## config.mk

```make
export PLATFORM = sky130hd
export DESIGN_NAME = font_text_rasterizer_top_flat
export DESIGN_NICKNAME = d
export VERILOG_FILES = /design/src/rtl/core/ftr_pkg.sv /design/src/rtl/core/ftr_if.sv /design/src/rtl/core/ftr_ctrl.sv /design/src/rtl/core/ftr_datapath.sv /design/src/rtl/core/font_text_rasterizer_top.sv /design/src/flat_wrapper.sv
export SDC_FILE = /design/constraint.sdc
export NUM_CORES = 1
export LEC_CHECK = 0
export ABC_AREA = 1
export BUFFER_PORTS_ARGS = -buffer_cell sky130_fd_sc_hd__buf_2
export CORE_MARGIN = 2
export CORE_UTILIZATION = 62
export DETAILED_ROUTE_END_ITERATION = 6
export GPL_TIMING_DRIVEN = 0
export PLACE_DENSITY = 0.82
export SETUP_SLACK_MARGIN = 0.02
export SYNTH_ARGS = -nofsm -noshare
export SYNTH_HDL_FRONTEND = slang
export SYNTH_SLANG_ARGS = --single-unit
```

## constraint.sdc

```tcl
create_clock -name clk_i -period 3.5 [get_ports clk_i]
set_input_delay 0.7 -clock clk_i [delete_from_list [all_inputs] [get_ports clk_i]]
set_output_delay 0.7 -clock clk_i [all_outputs]
set_load 0.005 [all_outputs]
```

## src/rtl/core/ftr_pkg.sv

```systemverilog
// Shared types, constants and the 5x7 glyph table for the text rasterizer.
`timescale 1ns / 1ps

package ftr_pkg;

  localparam int unsigned GLYPH_ROWS = 7;
  localparam int unsigned GLYPH_COLS = 5;
  localparam int unsigned MASK_W     = GLYPH_ROWS * GLYPH_COLS;

  localparam logic [10:0] CURSOR_MAX = 11'd2047;
  localparam logic [11:0] ADVANCE    = 12'd6;

  localparam logic [7:0] CH_A    = 8'h41;
  localparam logic [7:0] CH_Z    = 8'h5A;
  localparam logic [7:0] CH_0    = 8'h30;
  localparam logic [7:0] CH_9    = 8'h39;
  localparam logic [7:0] CH_DASH = 8'h2D;

  typedef logic [4:0] glyph_rows_t [GLYPH_ROWS];

  // Controller to datapath
  typedef struct packed {
    logic load;
    logic prep;
    logic step;
    logic emit;
  } ftr_cmd_t;

  // Datapath to controller
  typedef struct packed {
    logic mask_empty;
    logic cur_bit;
    logic out_free;
  } ftr_status_t;

  localparam glyph_rows_t LETTER_ROM [26] = '{
    '{5'd14, 5'd17, 5'd17, 5'd31, 5'd17, 5'd17, 5'd17},
    '{5'd30, 5'd17, 5'd17, 5'd30, 5'd17, 5'd17, 5'd30},
    '{5'd14, 5'd17, 5'd16, 5'd16, 5'd16, 5'd17, 5'd14},
    '{5'd30, 5'd17, 5'd17, 5'd17, 5'd17, 5'd17, 5'd30},
    '{5'd31, 5'd16, 5'd16, 5'd30, 5'd16, 5'd16, 5'd31},
    '{5'd31, 5'd16, 5'd16, 5'd30, 5'd16, 5'd16, 5'd16},
    '{5'd14, 5'd17, 5'd16, 5'd23, 5'd17, 5'd17, 5'd15},
    '{5'd17, 5'd17, 5'd17, 5'd31, 5'd17, 5'd17, 5'd17},
    '{5'd14, 5'd4,  5'd4,  5'd4,  5'd4,  5'd4,  5'd14},
    '{5'd7,  5'd2,  5'd2,  5'd2,  5'd18, 5'd18, 5'd12},
    '{5'd17, 5'd18, 5'd20, 5'd24, 5'd20, 5'd18, 5'd17},
    '{5'd16, 5'd16, 5'd16, 5'd16, 5'd16, 5'd16, 5'd31},
    '{5'd17, 5'd27, 5'd21, 5'd21, 5'd17, 5'd17, 5'd17},
    '{5'd17, 5'd25, 5'd21, 5'd19, 5'd17, 5'd17, 5'd17},
    '{5'd14, 5'd17, 5'd17, 5'd17, 5'd17, 5'd17, 5'd14},
    '{5'd30, 5'd17, 5'd17, 5'd30, 5'd16, 5'd16, 5'd16},
    '{5'd14, 5'd17, 5'd17, 5'd17, 5'd21, 5'd18, 5'd13},
    '{5'd30, 5'd17, 5'd17, 5'd30, 5'd20, 5'd18, 5'd17},
    '{5'd15, 5'd16, 5'd16, 5'd14, 5'd1,  5'd1,  5'd30},
    '{5'd31, 5'd4,  5'd4,  5'd4,  5'd4,  5'd4,  5'd4},
    '{5'd17, 5'd17, 5'd17, 5'd17, 5'd17, 5'd17, 5'd14},
    '{5'd17, 5'd17, 5'd17, 5'd17, 5'd17, 5'd10, 5'd4},
    '{5'd17, 5'd17, 5'd17, 5'd21, 5'd21, 5'd21, 5'd10},
    '{5'd17, 5'd17, 5'd10, 5'd4,  5'd10, 5'd17, 5'd17},
    '{5'd17, 5'd17, 5'd10, 5'd4,  5'd4,  5'd4,  5'd4},
    '{5'd31, 5'd1,  5'd2,  5'd4,  5'd8,  5'd16, 5'd31}
  };

  localparam glyph_rows_t DIGIT_ROM [10] = '{
    '{5'd14, 5'd17, 5'd19, 5'd21, 5'd25, 5'd17, 5'd14},
    '{5'd4,  5'd12, 5'd4,  5'd4,  5'd4,  5'd4,  5'd14},
    '{5'd14, 5'd17, 5'd1,  5'd2,  5'd4,  5'd8,  5'd31},
    '{5'd30, 5'd1,  5'd1,  5'd14, 5'd1,  5'd1,  5'd30},
    '{5'd2,  5'd6,  5'd10, 5'd18, 5'd31, 5'd2,  5'd2},
    '{5'd31, 5'd16, 5'd16, 5'd30, 5'd1,  5'd1,  5'd30},
    '{5'd14, 5'd16, 5'd16, 5'd30, 5'd17, 5'd17, 5'd14},
    '{5'd31, 5'd1,  5'd2,  5'd4,  5'd8,  5'd8,  5'd8},
    '{5'd14, 5'd17, 5'd17, 5'd14, 5'd17, 5'd17, 5'd14},
    '{5'd14, 5'd17, 5'd17, 5'd15, 5'd1,  5'd1,  5'd14}
  };

  localparam glyph_rows_t DASH_GLYPH  = '{5'd0, 5'd0, 5'd0, 5'd31, 5'd0, 5'd0, 5'd0};
  localparam glyph_rows_t BLANK_GLYPH = '{5'd0, 5'd0, 5'd0, 5'd0,  5'd0, 5'd0, 5'd0};

  // Unknown codes map to an empty glyph, so they draw nothing.
  function automatic glyph_rows_t glyph_lookup(input logic [7:0] code);
    glyph_rows_t rows;
    if (code >= CH_A && code <= CH_Z) begin
      rows = LETTER_ROM[5'(code - CH_A)];
    end else if (code >= CH_0 && code <= CH_9) begin
      rows = DIGIT_ROM[4'(code - CH_0)];
    end else if (code == CH_DASH) begin
      rows = DASH_GLYPH;
    end else begin
      rows = BLANK_GLYPH;
    end
    return rows;
  endfunction

endpackage

```

## src/rtl/core/ftr_if.sv

```systemverilog
// Valid/ready channel interfaces for character input and pixel output.
`timescale 1ns / 1ps

interface ftr_char_if;
  logic       valid;
  logic       ready;
  logic [7:0] char_code;
  logic       new_string;
  logic [9:0] start_x;
  logic [9:0] start_y;
  logic [7:0] ink_color;

  modport source (output valid, char_code, new_string, start_x, start_y, ink_color,
                  input ready);
  modport sink (input valid, char_code, new_string, start_x, start_y, ink_color,
                output ready);
endinterface

interface ftr_pixel_if;
  logic       valid;
  logic       ready;
  logic [8:0] pixel_x;
  logic [7:0] pixel_y;
  logic [7:0] pixel_color;
  logic       last_pixel;

  modport source (output valid, pixel_x, pixel_y, pixel_color, last_pixel,
                  input ready);
  modport sink (input valid, pixel_x, pixel_y, pixel_color, last_pixel,
                output ready);
endinterface

```

## src/rtl/core/ftr_ctrl.sv

```systemverilog
// Sequencer: accepts a character, prepares its pixel mask, then walks the mask.
`timescale 1ns / 1ps

module ftr_ctrl import ftr_pkg::*; (
  input  logic        clk_i,
  input  logic        rst_ni,
  input  logic        char_valid_i,
  output logic        char_ready_o,
  input  ftr_status_t status_i,
  output ftr_cmd_t    cmd_o
);

  localparam logic [1:0] ST_IDLE = 2'd0;
  localparam logic [1:0] ST_PREP = 2'd1;
  localparam logic [1:0] ST_RUN  = 2'd2;

  logic [1:0] state_q, state_d;

  always_comb begin
    state_d      = state_q;
    char_ready_o = 1'b0;
    cmd_o        = '0;
    unique case (state_q)
      ST_IDLE: begin
        char_ready_o = 1'b1;
        if (char_valid_i) begin
          cmd_o.load = 1'b1;
          state_d    = ST_PREP;
        end
      end
      ST_PREP: begin
        cmd_o.prep = 1'b1;
        state_d    = ST_RUN;
      end
      ST_RUN: begin
        if (status_i.mask_empty) begin
          state_d = ST_IDLE;
        end else begin
          // blank positions step freely, set ones wait for room at the output
          cmd_o.step = !status_i.cur_bit || status_i.out_free;
          cmd_o.emit = status_i.cur_bit && status_i.out_free;
        end
      end
      default: begin
        state_d = ST_IDLE;
      end
    endcase
  end

  always_ff @(posedge clk_i or negedge rst_ni) begin
    if (!rst_ni) begin
      state_q <= ST_IDLE;
    end else begin
      state_q <= state_d;
    end
  end

endmodule

```

## src/rtl/core/ftr_datapath.sv

```systemverilog
// Pen state, glyph lookup, clip mask and the pixel output register.
`timescale 1ns / 1ps

module ftr_datapath import ftr_pkg::*; #(
  parameter int unsigned FB_WIDTH  = 320,
  parameter int unsigned FB_HEIGHT = 200
) (
  input  logic        clk_i,
  input  logic        rst_ni,
  input  ftr_cmd_t    cmd_i,
  output ftr_status_t status_o,
  input  logic [7:0]  char_code_i,
  input  logic        new_string_i,
  input  logic [9:0]  start_x_i,
  input  logic [9:0]  start_y_i,
  input  logic [7:0]  ink_color_i,
  output logic        pixel_valid_o,
  input  logic        pixel_ready_i,
  output logic [8:0]  pixel_x_o,
  output logic [7:0]  pixel_y_o,
  output logic [7:0]  pixel_color_o,
  output logic        last_pixel_o
);

  logic [10:0]       cursor_q, cursor_d;
  logic [9:0]        pen_y_q, pen_y_d;
  logic [7:0]        pen_color_q, pen_color_d;
  logic [10:0]       base_x_q;
  glyph_rows_t       rows_q;
  logic [MASK_W-1:0] mask_q, mask_d;
  logic [2:0]        col_q, row_q;

  logic [10:0]       base_x_d;
  logic [11:0]       adv_sum;
  logic [GLYPH_COLS-1:0] x_vis;
  logic [GLYPH_ROWS-1:0] y_vis;
  logic [11:0]       px;
  logic [10:0]       py;

  logic              out_valid_q;

  assign base_x_d = new_string_i ? {1'b0, start_x_i} : cursor_q;
  assign adv_sum  = {1'b0, base_x_d} + ADVANCE;

  always_comb begin
    cursor_d    = cursor_q;
    pen_y_d     = pen_y_q;
    pen_color_d = pen_color_q;
    if (cmd_i.load) begin
      cursor_d = adv_sum[11] ? CURSOR_MAX : adv_sum[10:0];
      if (new_string_i) begin
        pen_y_d     = start_y_i;
        pen_color_d = ink_color_i;
      end
    end
  end

  // Visible set bits of the glyph, index row * 5 + column, column 0 is the MSB.
  always_comb begin
    for (int c = 0; c < GLYPH_COLS; c++) begin
      x_vis[c] = ({1'b0, base_x_q} + 12'(c)) < 12'(FB_WIDTH);
    end
    for (int r = 0; r < GLYPH_ROWS; r++) begin
      y_vis[r] = ({1'b0, pen_y_q} + 11'(r)) < 11'(FB_HEIGHT);
    end
    mask_d = mask_q;
    if (cmd_i.prep) begin
      for (int r = 0; r < GLYPH_ROWS; r++) begin
        for (int c = 0; c < GLYPH_COLS; c++) begin
          mask_d[r*GLYPH_COLS + c] = rows_q[r][GLYPH_COLS-1-c] & x_vis[c] & y_vis[r];
        end
      end
    end else if (cmd_i.step) begin
      mask_d = mask_q >> 1;
    end
  end

  assign px = {1'b0, base_x_q} + {9'd0, col_q};
  assign py = {1'b0, pen_y_q} + {8'd0, row_q};

  assign status_o.mask_empty = (mask_q == '0);
  assign status_o.cur_bit    = mask_q[0];
  assign status_o.out_free   = !out_valid_q || pixel_ready_i;

  always_ff @(posedge clk_i or negedge rst_ni) begin
    if (!rst_ni) begin
      cursor_q    <= '0;
      pen_y_q     <= '0;
      pen_color_q <= '0;
      mask_q      <= '0;
      out_valid_q <= 1'b0;
    end else begin
      cursor_q    <= cursor_d;
      pen_y_q     <= pen_y_d;
      pen_color_q <= pen_color_d;
      mask_q      <= mask_d;
      if (cmd_i.emit) begin
        out_valid_q <= 1'b1;
      end else if (pixel_ready_i) begin
        out_valid_q <= 1'b0;
      end
    end
  end

  always_ff @(posedge clk_i) begin
    if (cmd_i.load) begin
      base_x_q <= base_x_d;
      rows_q   <= glyph_lookup(char_code_i);
    end
    if (cmd_i.prep) begin
      col_q <= '0;
      row_q <= '0;
    end else if (cmd_i.step) begin
      if (col_q == 3'(GLYPH_COLS - 1)) begin
        col_q <= '0;
        row_q <= row_q + 3'd1;
      end else begin
        col_q <= col_q + 3'd1;
      end
    end
    if (cmd_i.emit) begin
      pixel_x_o     <= px[8:0];
      pixel_y_o     <= py[7:0];
      pixel_color_o <= pen_color_q;
      // last when no visible bit remains above the current one
      last_pixel_o  <= (mask_q[MASK_W-1:1] == '0);
    end
  end

  assign pixel_valid_o = out_valid_q;

endmodule

```

## src/rtl/core/font_text_rasterizer_top.sv

```systemverilog
// Top level of the 5x7 text rasterizer.
`timescale 1ns / 1ps

// One character beat in, one pixel beat out per visible glyph pixel. Each
// character is accepted in the idle state, then its 35-bit clipped pixel
// mask is built, then the walk visits each glyph position up to the last
// set bit of that mask (at most 35) and returns to idle; a character with
// no visible pixel goes straight back. The walk moves one position a cycle,
// but a set position waits while the pixel output has no room.
// The pixel output is registered, so a pixel waiting to be taken does not
// hold the walk over blank positions.
module font_text_rasterizer_top import ftr_pkg::*; #(
  parameter int unsigned FB_WIDTH  = 320,
  parameter int unsigned FB_HEIGHT = 200
) (
  input  logic     clk_i,
  input  logic     rst_ni,
  ftr_char_if.sink     char_i,
  ftr_pixel_if.source  pixel_o
);

  ftr_cmd_t    cmd;
  ftr_status_t status;

  ftr_ctrl u_ctrl (
    .clk_i        (clk_i),
    .rst_ni       (rst_ni),
    .char_valid_i (char_i.valid),
    .char_ready_o (char_i.ready),
    .status_i     (status),
    .cmd_o        (cmd)
  );

  ftr_datapath #(
    .FB_WIDTH  (FB_WIDTH),
    .FB_HEIGHT (FB_HEIGHT)
  ) u_datapath (
    .clk_i         (clk_i),
    .rst_ni        (rst_ni),
    .cmd_i         (cmd),
    .status_o      (status),
    .char_code_i   (char_i.char_code),
    .new_string_i  (char_i.new_string),
    .start_x_i     (char_i.start_x),
    .start_y_i     (char_i.start_y),
    .ink_color_i   (char_i.ink_color),
    .pixel_valid_o (pixel_o.valid),
    .pixel_ready_i (pixel_o.ready),
    .pixel_x_o     (pixel_o.pixel_x),
    .pixel_y_o     (pixel_o.pixel_y),
    .pixel_color_o (pixel_o.pixel_color),
    .last_pixel_o  (pixel_o.last_pixel)
  );

endmodule

```

## src/flat_wrapper.sv

```systemverilog
// flat-port wrapper written by rule: the top's interface ports become plain ports
module font_text_rasterizer_top_flat import ftr_pkg::*;
#(
  parameter int unsigned FB_WIDTH  = 320,
  parameter int unsigned FB_HEIGHT = 200
)
  (clk_i, rst_ni, char_i_valid, char_i_char_code, char_i_new_string, char_i_start_x, char_i_start_y, char_i_ink_color, char_i_ready, pixel_o_valid, pixel_o_pixel_x, pixel_o_pixel_y, pixel_o_pixel_color, pixel_o_last_pixel, pixel_o_ready);
  ftr_char_if char_i_i ();
  ftr_pixel_if pixel_o_i ();
  input  logic clk_i;
  input  logic rst_ni;
  input wire logic [$bits(char_i_i.valid)-1:0] char_i_valid;
  input wire logic [$bits(char_i_i.char_code)-1:0] char_i_char_code;
  input wire logic [$bits(char_i_i.new_string)-1:0] char_i_new_string;
  input wire logic [$bits(char_i_i.start_x)-1:0] char_i_start_x;
  input wire logic [$bits(char_i_i.start_y)-1:0] char_i_start_y;
  input wire logic [$bits(char_i_i.ink_color)-1:0] char_i_ink_color;
  output wire logic [$bits(char_i_i.ready)-1:0] char_i_ready;
  output wire logic [$bits(pixel_o_i.valid)-1:0] pixel_o_valid;
  output wire logic [$bits(pixel_o_i.pixel_x)-1:0] pixel_o_pixel_x;
  output wire logic [$bits(pixel_o_i.pixel_y)-1:0] pixel_o_pixel_y;
  output wire logic [$bits(pixel_o_i.pixel_color)-1:0] pixel_o_pixel_color;
  output wire logic [$bits(pixel_o_i.last_pixel)-1:0] pixel_o_last_pixel;
  input wire logic [$bits(pixel_o_i.ready)-1:0] pixel_o_ready;
  assign char_i_i.valid = char_i_valid;
  assign char_i_i.char_code = char_i_char_code;
  assign char_i_i.new_string = char_i_new_string;
  assign char_i_i.start_x = char_i_start_x;
  assign char_i_i.start_y = char_i_start_y;
  assign char_i_i.ink_color = char_i_ink_color;
  assign char_i_ready = char_i_i.ready;
  assign pixel_o_valid = pixel_o_i.valid;
  assign pixel_o_pixel_x = pixel_o_i.pixel_x;
  assign pixel_o_pixel_y = pixel_o_i.pixel_y;
  assign pixel_o_pixel_color = pixel_o_i.pixel_color;
  assign pixel_o_last_pixel = pixel_o_i.last_pixel;
  assign pixel_o_i.ready = pixel_o_ready;
  font_text_rasterizer_top #(.FB_WIDTH(FB_WIDTH), .FB_HEIGHT(FB_HEIGHT)) u_core (.clk_i(clk_i), .rst_ni(rst_ni), .char_i(char_i_i), .pixel_o(pixel_o_i));
endmodule
```

==> impl_metrics.csv, run 1 <==
group,metric,value,unit
timing,period_share,84.1,%
placement,post-place-ws,0.228,ns
timing,hold_ws,0.264,ns
detailed_routing,drt-pass1-iter-count,6,
critical_path,worst_setup_path_end_kind,"flip-flop",
floorplanning,die_y,128,microns
detailed_routing,detail_route.wl_per_cell,17.7,microns
floorplanning,coreArea,15100,sq um
timing,finalSetupViolCount,0,
clock_network,cts-buffers-inserted,17,
timing,setup_ws,0.557,ns
synthesis,async_flop_share,46.2,%
synthesis,synth.top_cells.by_count,"nand2_1, nor2_1, inv_1, nand3_1, edfxtp_1",
clock_network,hold_buffers,0,
critical_path,startpoint_type,"primary input",
detailed_routing,viasPerCell,5.85,
clock_network,cts_buffer_depth,2,
clock_network,clkSinkCount,145,
synthesis,synth_top_area_cell,"edfxtp_1",
synthesis,yosysTopAreaCellShare,22.7,%
timing,slew_viol_final,0,
clock_network,h-tree-depth,4,
global_route,grt_first_pass_wirelength,43800,microns
global_route,grt_overflow,0,
power_and_ir_drop,p_total,8770,uW
finish,layout.nets,1431,
critical_path,cp.arrival,3.10,ns
timing,setup_tns,0,ns
synthesis,synthCells,1273,
detailed_routing,finalWirelength,27600,microns
floorplanning,io_pins,69,
timing,slew-limit-headroom,29.3,%
global_route,grt_util_all_layers,34.6,%
timing,fin_crit,2.94,ns
critical_path,r2r_cells,7,
detailed_routing,num_vias,9144,
synthesis,ys_top_cells_by_area,"edfxtp_1, dfrtp_1, nand2_1",
clock_network,clk_pin_slew,0.06,ns
floorplanning,die_w,128,microns
synthesis,ys_warn_count,0,
synthesis,synth_edf_count,72,
finish,drive_gt1_share,15.7,%
floorplanning,row_count,45,
timing,clock_skew,0.00915,ns
detailed_routing,route.antenna.remaining_nets,0,
power_and_ir_drop,p_leak,0.00508,uW
placement,portBuffers,68,
placement,gp_congestion,1.02,
finish,postLayoutCoreUtil,71.2,%
floorplanning,start_util,63.0,%
synthesis,avgSynthCellArea,7.47,sq um
floorplanning,dieArea,16300,sq um
finish,diodes,0,
power_and_ir_drop,seqPwrFrac,32.8,%
synthesis,yosysMostFrequentCell,"nand2_1",
critical_path,reg2reg_to,"u_core.u_datapath.pen_y_q[3]",
critical_path,path_class,"primary input to flip-flop",
clock_network,post_cts_buffers,0,
synthesis,yosys_register_bits,145,
finish,area_delta_synth_final,13.0,%
global_route,grt_max_degree,68,
critical_path,regToRegStartpoint,"u_core.u_ctrl.state_q[0]",
power_and_ir_drop,p_comb_share,45.8,%
power_and_ir_drop,intPower,4900,uW
critical_path,path_max_fanout,11,
detailed_routing,drt_iter0_markers,1126,
synthesis,syn_nets,1342,
critical_path,crit_required,3.65,ns
timing,finalHoldViolCount,0,
hold_path,hp-class,"primary input to asynchronous set/reset pin",
clock_network,post_cts_resized,0,
status,outcome,"finished, final reports clean",
timing,fmax,340,MHz
power_and_ir_drop,power_per_cell_area,816,nW/um^2
synthesis,synth_ff_type,"edfxtp_1",
detailed_routing,drc,0,
global_route,grt_pass1_vias,8432,
finish,num-fill-cells,1221,
power_and_ir_drop,ir_worst_vdd,0.508,mV
synthesis,netlist_area,9510,sq um
power_and_ir_drop,power.share.clock,21.4,%
timing,worst_slew_pin_slew,1.06,ns
power_and_ir_drop,p_switching,3870,uW
clock_network,clk_latency,0.42,ns
critical_path,rrSetupSlack,0.73,ns
synthesis,ys_seq_area_share,41.6,%
placement,post-dp-hpwl,20400,microns
global_route,antenna_found_initial,0,
power_and_ir_drop,p_sw_share,44.1,%
clock_network,cts_tree,"built",
job,maxCapViolCount,0,
timing,rsz0062_at_grt,"no",
synthesis,ys_types,49,
clock_network,cts_root_buffer,"clkbuf_16",
==> power groups by stage <==
| stage | sequential [uW] | combinational (uW) | clock (uW) |
|---|---|---|---|
| 6_report | 2870 | 4010 | 1880 |
| 5_1_grt | 2930 | 4420 | 1960 |
| 4_1_cts | 2860 | 3920 | 1880 |
| 3_5_place_dp | 2880 | 3860 | 0 |
| 3_3_place_gp | 2860 | 3760 | 0 |
| 2_1_floorplan | 2790 | 2890 | 0 |
==> worst max path at each step <==
stage	from	to
global route	char_i_char_code[0]	u_core.u_datapath.rows_q[34]
global placement	pixel_o_ready	u_core.u_datapath.last_pixel_o
detailed placement	char_i_char_code[0]	u_core.u_datapath.rows_q[31]
floorplan	pixel_o_ready	u_core.u_datapath.last_pixel_o
CTS	char_i_char_code[0]	u_core.u_datapath.rows_q[34]
finish	char_i_char_code[0]	u_core.u_datapath.rows_q[34]
==> cell usage in the layout, fill, tap and decap left out, types with 10 or more instances in the layout <==
cell,n
o211ai_1,15
inv_1,109
nor2_2,10
o21ai_1,19
edfxtp_1,72
xor2_1,20
o21ai_0,62
dfrtp_1,67
nand2_1,389
nor2_1,166
clkbuf_16,18
nand2_2,19
inv_2,13
buf_2,86
nand3_1,87
ha_1,26
nand4_1,19
a21oi_1,43
clkbuf_1,13
==> per-layer routing <==
metal / vias up / part of all wire [%] / GRT usage [%]
met5: - / 0 / 0
met4: 0 / 4.9 / 17.5
met3: 105 / 7.8 / 5.80
met2: 539 / 47 / 55.6
met1: 4168 / 41 / 45.5
li1: 4332 / - / -
==> worst max-delay path, cell delays in order <==
cell and delay, ns:
buf_2 0.13, buf_2 0.26, inv_2 0.15, ha_1 0.26
ha_1 0.35, buf_2 0.21, inv_2 0.20, nor2_1 0.10
o21ai_0 0.26, nand3_1 0.11, o211ai_1 0.18, o21ai_1 0.16
==> sequential cells by signal, summed over array words and instances, names as in the netlist <==
register                         flops
u_core.u_datapath.pixel_y_o          8
u_core.u_datapath.cursor_q          11
u_core.u_datapath.pen_color_q        8
u_core.u_datapath.row_q              3
u_core.u_datapath.last_pixel_o       1
u_core.u_datapath.pen_y_q           10
u_core.u_datapath.base_x_q          11
u_core.u_datapath.mask_q            35
u_core.u_datapath.pixel_color_o      8
u_core.u_ctrl.state_q                2
u_core.u_datapath.pixel_x_o          9
u_core.u_datapath.pixel_valid_o      1
u_core.u_datapath.rows_q            35
u_core.u_datapath.col_q              3
==> logic make-up after synthesis <==
logic type	count (synthesis)	synth area share (%)
AOI/OAI and AO/OA	173	10.7
xor gates and xnor gates	26	2.39
adders and majority gates	28	3.84
buffers and inverters	170	7.70
DFF	145	41.6
muxes	8	0.947
and+or+nand+nor	723	32.8
==> final cells by class <==
| class | count | area (sq um) | area share, % |
|---|---|---|---|
| Clock inverter | 12 | 143 | 1.33 |
| Buffer | 44 | 256 | 2.39 |
| Sequential cell | 145 | 3960 | 36.9 |
| Timing Repair Buffer | 70 | 382 | 3.55 |
| Tap cell | 188 | 235 | 2.19 |
| Clock buffer | 20 | 468 | 4.36 |
| Inverter | 126 | 475 | 4.43 |
| Multi-Input combinational cell | 958 | 4820 | 44.9 |
==> through the flow <==
| step | instance area, sq um | instances |
|---|---|---|
| after floorplan | 9510 | 1273 |
| after global placement | 10100 | 1529 |
| after detailed placement | 10100 | 1531 |
| after CTS | 10700 | 1563 |
| after global routing | 10700 | 1563 |
| final | 10700 | 1563 |
Note: power is estimated with default switching activity, not from simulation.
==> run 2: changes to the inputs <==
--- a/config.mk
+++ b/config.mk
@@ -8,10 +8,10 @@
 export ABC_AREA = 1
 export BUFFER_PORTS_ARGS = -buffer_cell sky130_fd_sc_hd__buf_2
 export CORE_MARGIN = 2
-export CORE_UTILIZATION = 62
+export CORE_UTILIZATION = 56
 export DETAILED_ROUTE_END_ITERATION = 6
 export GPL_TIMING_DRIVEN = 0
-export PLACE_DENSITY = 0.82
+export PLACE_DENSITY = 0.78
 export SETUP_SLACK_MARGIN = 0.02
 export SYNTH_ARGS = -nofsm -noshare
 export SYNTH_HDL_FRONTEND = slang
==> constraint.sdc (replaced) <==
create_clock -name clk_i -period 2.7 [get_ports clk_i]
set_input_delay 0.54 -clock clk_i [delete_from_list [all_inputs] [get_ports clk_i]]
set_output_delay 0.54 -clock clk_i [all_outputs]
set_load 0.005 [all_outputs]
==> impl_metrics.csv, run 2 (synthesis results as in run 1) <==
group,metric,value,unit
critical_path,path_max_fanout,10,
power_and_ir_drop,ir_worst_vdd,0.545,mV
critical_path,cp.arrival,2.73,ns
detailed_routing,detail_route.wl_per_cell,16.8,microns
floorplanning,io_pins,69,
detailed_routing,finalWirelength,26900,microns
power_and_ir_drop,p_switching,5060,uW
floorplanning,start_util,57.3,%
finish,drive_gt1_share,16.1,%
timing,finalSetupViolCount,0,
clock_network,clkSinkCount,145,
detailed_routing,num_vias,8944,
timing,slew_viol_final,0,
detailed_routing,viasPerCell,5.60,
timing,clock_skew,0.0129,ns
clock_network,cts_tree,"built",
global_route,grt_pass1_vias,8444,
global_route,grt_max_degree,62,
detailed_routing,drt-pass1-iter-count,5,
clock_network,h-tree-depth,4,
finish,postLayoutCoreUtil,65.1,%
finish,area_delta_synth_final,13.6,%
power_and_ir_drop,p_sw_share,45.2,%
power_and_ir_drop,intPower,6130,uW
timing,setup_tns,0,ns
critical_path,endpoint,"u_core.u_datapath.rows_q[10]",
timing,period_share,94.8,%
detailed_routing,drt_iter0_markers,796,
timing,setup_ws,0.140,ns
status,outcome,"finished, final reports clean",
finish,layout.nets,1432,
critical_path,regToRegStartpoint,"u_core.u_ctrl.state_q[0]",
power_and_ir_drop,power.share.clock,20.6,%
clock_network,post_cts_buffers,0,
global_route,grt_util_all_layers,30.7,%
timing,worst_slew_pin_slew,0.736,ns
timing,finalHoldViolCount,0,
floorplanning,die_y,134,microns
placement,post-dp-hpwl,20400,microns
detailed_routing,drc,0,
floorplanning,coreArea,16600,sq um
timing,fin_crit,2.56,ns
critical_path,crit_required,2.87,ns
power_and_ir_drop,seqPwrFrac,33.1,%
critical_path,rrSetupSlack,0.36,ns
finish,reg_top3,"u_core.u_datapath.mask_q x35, u_core.u_datapath.rows_q x35",
finish,mostFrequentLayoutCells,"nand2_1, nor2_1, inv_1, nand3_1, buf_2",
timing,slew-limit-headroom,50.7,%
clock_network,clk_latency,0.44,ns
placement,post-place-ws,-0.505,ns
floorplanning,dieArea,18000,sq um
finish,mostFrequentLayoutCell,"nand2_1",
hold_path,hp-class,"primary input to flip-flop",
job,maxCapViolCount,0,
clock_network,cts-buffers-inserted,17,
clock_network,cts_root_buffer,"clkbuf_16",
power_and_ir_drop,p_comb_share,46.3,%
detailed_routing,route.antenna.remaining_nets,0,
floorplanning,row_count,47,
floorplanning,die_w,134,microns
critical_path,r2r_cells,7,
placement,portBuffers,68,
finish,num-fill-cells,1461,
global_route,antenna_found_initial,0,
critical_path,path_class,"primary input to flip-flop",
critical_path,reg2reg_to,"u_core.u_datapath.pen_y_q[8]",
placement,gp_congestion,0.980,
clock_network,clk_pin_slew,0.07,ns
global_route,grt_overflow,0,
global_route,grt_first_pass_wirelength,43300,microns
timing,rsz0062_at_grt,"no",
power_and_ir_drop,power_per_cell_area,1040,nW/um^2
clock_network,cts_buffer_depth,2,
critical_path,crit_start,"char_i_char_code[0]",
finish,diodes,0,
critical_path,worst_setup_path_end_kind,"flip-flop",
timing,fmax,391,MHz
power_and_ir_drop,p_leak,0.00509,uW
critical_path,startpoint_type,"primary input",
[run 2: worst min path at each step]
stage / to / cells past startpoint / slack [ns] / from
2_1_floorplan: u_core.u_ctrl.state_q[0] / 0 / 0.24 / rst_ni
3_3_place_gp: u_core.u_datapath.pixel_color_o[7] / 0 / 0.42 / u_core.u_datapath.pen_color_q[7]
3_5_place_dp: u_core.u_datapath.cursor_q[4] / 1 / 0.37 / rst_ni
4_1_cts: u_core.u_datapath.pixel_valid_o / 2 / 0.29 / pixel_o_ready
5_1_grt: u_core.u_datapath.pixel_valid_o / 2 / 0.31 / pixel_o_ready
6_report: u_core.u_datapath.pixel_valid_o / 2 / 0.30 / pixel_o_ready
[run 2: critical path, stage by stage]
cell and delay (ns):
buf_2 0.13, clkbuf_4 0.19, inv_2 0.18, ha_1 0.26, ha_4 0.24, buf_4 0.18
nor2_1 0.20, inv_1 0.12, nand2_2 0.15, inv_1 0.08, o211ai_1 0.16, nand2_1 0.12
nand2_1 0.10, o21ai_1 0.08
[run 2: layer usage]
| layer | global-route usage [%] | share of wire, % |
|---|---|---|
| met1 | 38.4 | 40 |
| met5 | 0 | 0 |
| met3 | 4.88 | 6.6 |
| met4 | 14.6 | 4.0 |
| met2 | 52.2 | 49 |
[run 2: area by class of cell]
class                      instances  area (sq um)  area share, %
multi-input combinational        958          4840           44.8
sequential                       145          3960           36.7
inverter                         126           480           4.45
clock buffer                      17           425           3.94
timing repair buffer              71           395           3.66
tap                              220           275           2.55
buffer                            44           265           2.46
clock inverter                    15           158           1.46
[run 2: stage by stage]
| step | hold WS, ns | std cells | instance area [sq um] | power, uW |
|---|---|---|---|---|
| 3_3_place_gp | 0.424 | 1561 | 10100 | 8650 |
| 6_report | 0.298 | 1596 | 10800 | 11200 |
| 3_5_place_dp | 0.369 | 1563 | 10200 | 8810 |
| 4_1_cts | 0.292 | 1596 | 10800 | 11100 |
| 5_1_grt | 0.313 | 1596 | 10800 | 12000 |
| 2_1_floorplan | 0.244 | 1273 | 9520 | 7370 |
[run 2: timing repair]
item | in CTS | in global routing
endpoints found under the hold margin | 6 | 0
gates resized for setup | 4 | 7
endpoints found under the setup margin | 13 | 15
hold buffers | 1 | 0
[run 2: power groups by stage]
stage | clock network, uW | registers (uW) | logic (uW)
3_3_place_gp | 0 | 3710 | 4940
5_1_grt | 2410 | 3790 | 5780
2_1_floorplan | 0 | 3620 | 3750
3_5_place_dp | 0 | 3730 | 5080
6_report | 2310 | 3710 | 5180
4_1_cts | 2320 | 3690 | 5110
==> run 3: changes to the inputs <==
--- a/config.mk
+++ b/config.mk
@@ -5,13 +5,12 @@
 export SDC_FILE = /design/constraint.sdc
 export NUM_CORES = 1
 export LEC_CHECK = 0
-export ABC_AREA = 1
 export BUFFER_PORTS_ARGS = -buffer_cell sky130_fd_sc_hd__buf_2
 export CORE_MARGIN = 2
-export CORE_UTILIZATION = 56
+export CORE_UTILIZATION = 55
 export DETAILED_ROUTE_END_ITERATION = 6
 export GPL_TIMING_DRIVEN = 0
-export PLACE_DENSITY = 0.78
+export PLACE_DENSITY = 0.77
 export SETUP_SLACK_MARGIN = 0.02
 export SYNTH_ARGS = -nofsm -noshare
 export SYNTH_HDL_FRONTEND = slang
==> impl_metrics.csv, run 3 <==
group,metric,value,unit
status,outcome,"finished with violations",
status,violations,"design-rule violations",
critical_path,reg2reg_to,"u_core.u_datapath.mask_q[17]",
detailed_routing,viasPerCell,6.60,
synthesis,yosysTopAreaCellShare,23.7,%
timing,clock_skew,0.00942,ns
timing,setup_tns,0,ns
clock_network,cts_buffer_depth,2,
finish,drive_gt1_share,19.0,%
global_route,antenna_found_initial,0,
timing,slew-limit-headroom,28.2,%
clock_network,h-tree-depth,4,
power_and_ir_drop,power.share.clock,21.2,%
critical_path,cp.arrival,2.81,ns
synthesis,avgSynthCellArea,9.83,sq um
clock_network,clk_latency,0.43,ns
critical_path,path_delay_family,"buffers and inverters",
power_and_ir_drop,ir_worst_vdd,0.546,mV
synthesis,syn_nets,998,
power_and_ir_drop,p_switching,4150,uW
detailed_routing,drt-pass1-iter-count,7,
clock_network,cts_tree,"built",
timing,rsz0062_at_grt,"yes",
global_route,grt_util_all_layers,30.1,%
detailed_routing,route.antenna.remaining_nets,0,
critical_path,crit_required,2.84,ns
detailed_routing,drt_iter0_markers,739,
power_and_ir_drop,seqPwrFrac,37.6,%
timing,fmax,375,MHz
synthesis,yosys_register_bits,145,
finish,mostFrequentLayoutCell,"buf_2",
detailed_routing,drc,2,
placement,gp_congestion,1.01,
synthesis,synth_ff_type,"edfxtp_1",
job,maxCapViolCount,0,
critical_path,r2r_cells,8,
finish,diodes,0,
finish,postLayoutCoreUtil,63.9,%
synthesis,ys_top_cells_by_area,"edfxtp_1, dfrtp_1, ha_1",
critical_path,critPathBufInv,5,
synthesis,ys_seq_area_share,43.3,%
floorplanning,coreArea,16400,sq um
detailed_routing,num_vias,8251,
placement,portBuffers,66,
critical_path,regToRegStartpoint,"u_core.u_datapath.pen_y_q[2]",
floorplanning,io_pins,69,
timing,setup_ws,0.0299,ns
timing,worst_slew_pin_slew,1.07,ns
finish,mostFrequentLayoutCells,"buf_2, nand2_1, edfxtp_1, dfrtp_1, nor2_1",
critical_path,worst_setup_path_end_kind,"flip-flop",
critical_path,path_class,"primary input to flip-flop",
critical_path,slowest_stage,"nor3_1",
clock_network,cts-buffers-inserted,17,
power_and_ir_drop,power_per_cell_area,990,nW/um^2
synthesis,ys_types,81,
power_and_ir_drop,intPower,6230,uW
finish,reg_top3,"u_core.u_datapath.mask_q x35, u_core.u_datapath.rows_q x35",
synthesis,synth_top_area_cell,"edfxtp_1",
critical_path,cp.depth,10,
power_and_ir_drop,p_total,10400,uW
power_and_ir_drop,p_comb_share,41.2,%
synthesis,synth_edf_count,72,
floorplanning,die_y,133,microns
detailed_routing,detail_route.wl_per_cell,21.3,microns
finish,area_delta_synth_final,14.8,%
timing,finalHoldViolCount,0,
critical_path,rrSetupSlack,0.18,ns
global_route,grt_first_pass_wirelength,41600,microns
synthesis,ys_warn_count,0,
placement,post-place-ws,-0.743,ns
placement,post-dp-hpwl,19400,microns
floorplanning,die_w,133,microns
power_and_ir_drop,p_sw_share,40.0,%
hold_path,hp-class,"primary input to asynchronous set/reset pin",
synthesis,synth_xor_area_share,2.78,%
synthesis,synth.top_cells.by_count,"nand2_1, edfxtp_1, dfrtp_1, nor2_1, o21ai_0",
synthesis,muxShareOfSynthArea,4.70,%
synthesis,yosysMostFrequentCell,"nand2_1",
synthesis,yosys.area_share.simple,14.9,%
synthesis,synth_top_family_by_area,"compound AO/OA/AOI/OAI gates",
timing,slew_viol_final,0,
timing,fin_crit,2.67,ns
critical_path,startpoint_type,"primary input",
synthesis,synth_compound_area_share,25.0,%
critical_path,crit_path_max_incr_delay,0.37,ns
floorplanning,start_util,55.7,%
global_route,grt_pass1_vias,7822,
floorplanning,dieArea,17700,sq um
synthesis,synthAdderAreaFrac,4.00,%
synthesis,synthCells,929,
timing,finalSetupViolCount,0,
finish,layout.nets,1087,
floorplanning,row_count,47,
clock_network,cts_root_buffer,"clkbuf_16",
synthesis,async_flop_share,46.2,%
critical_path,crit_chain,"buf_2 > clkbuf_4 > clkinv_4 > ha_4 > ha_4 > clkbuf_2 > buf_2 > nor3_1 > nor3_1 > o32ai_1",
critical_path,path_max_fanout,12,
power_and_ir_drop,p_leak,0.00403,uW
global_route,grt_overflow,0,
global_route,grt_max_degree,68,
critical_path,crit_start,"char_i_char_code[0]",
clock_network,clkSinkCount,145,
timing,period_share,98.9,%
detailed_routing,finalWirelength,26600,microns
critical_path,endpoint,"u_core.u_datapath.rows_q[5]",
synthesis,netlist_area,9130,sq um
clock_network,clk_pin_slew,0.06,ns
==> run 3: cell count changes in the layout (fill, tap and decap cells not counted), sizes merged, moves of 15 or more <==
cell | previous run | this run
o31ai | 3 | 36
mux2i | 0 | 17
a2bb2oi | 1 | 30
clkbuf | 30 | 55
nand2 | 411 | 78
nor2 | 186 | 65
nand3 | 89 | 12
o2111ai | 1 | 23
inv | 133 | 40
nor2b | 0 | 15
xnor2 | 6 | 22
o21ai | 86 | 55
==> run 3: per-layer routing <==
metal  part of all wire (%)  track usage (%)  vias up
li1                       -                -     3752
met1                     40             38.6     3898
met2                     47             48.5      502
met3                    7.8             4.94       99
met4                    4.7             17.0        0
met5                      0                0        -
==> run 3: final cells by class <==
type / instances / area (sq um)
Sequential cell: 145 / 3960
Clock inverter: 14 / 124
Buffer: 71 / 369
Timing Repair Buffer: 71 / 390
Multi-Input combinational cell: 677 / 4800
Tap cell: 220 / 275
Clock buffer: 18 / 429
Fill cell: 1346 / 5920
Inverter: 35 / 143
==> run 3: cell families (layout without fill, tap and decap cells) <==
| kind of cell | count (synthesis) | after routing |
|---|---|---|
| DFF | 145 | 145 |
| adders and majority gates | 28 | 28 |
| xor gates and xnor gates | 29 | 29 |
| muxes | 39 | 39 |
| AOI/OAI and AO/OA | 315 | 315 |
| and+or+nand+nor | 266 | 266 |
| buffers and inverters | 107 | 209 |
==> run 3: power by group through the flow <==
stage                     registers, uW  logic [uW]  clock network, uW
after CTS                          3880        4160               2230
after global routing               3990        4640               2340
after global placement             3890        4020                  0
after floorplan                    3730        3060                  0
after detailed placement           3910        4120                  0
final                              3900        4280               2200
==> run 3: stage by stage <==
step | std cells | hold WS, ns | instance area [sq um]
after global placement | 1215 | 0.424 | 9770
after global routing | 1251 | 0.294 | 10500
after detailed placement | 1216 | 0.435 | 9800
after CTS | 1247 | 0.283 | 10400
final | 1251 | 0.232 | 10500
after floorplan | 929 | 0.244 | 9160
==> run 3: worst min path at each step <==
stage	from	to	slack, ns	cells past startpoint
after floorplan	rst_ni	u_core.u_ctrl.state_q[0]	0.24	0
after global placement	u_core.u_datapath.pen_color_q[5]	u_core.u_datapath.pixel_color_o[5]	0.42	0
after detailed placement	u_core.u_datapath.pen_color_q[7]	u_core.u_datapath.pixel_color_o[7]	0.43	0
after CTS	rst_ni	u_core.u_datapath.pen_color_q[3]	0.28	1
after global routing	rst_ni	u_core.u_datapath.pen_color_q[3]	0.29	1
final	rst_ni	u_core.u_datapath.pen_color_q[3]	0.23	1
==> run 3: what timing repair did <==
| item | 4_1_cts | 5_1_grt |
|---|---|---|
| gates resized for setup | 10 | 19 |
| setup buffers | 0 | 4 |
| hold buffers | 0 | 0 |
| endpoints found under the setup margin | 25 | 35 |
| hold endpoints to repair | 0 | 0 |
| pin swaps | 0 | 1 |
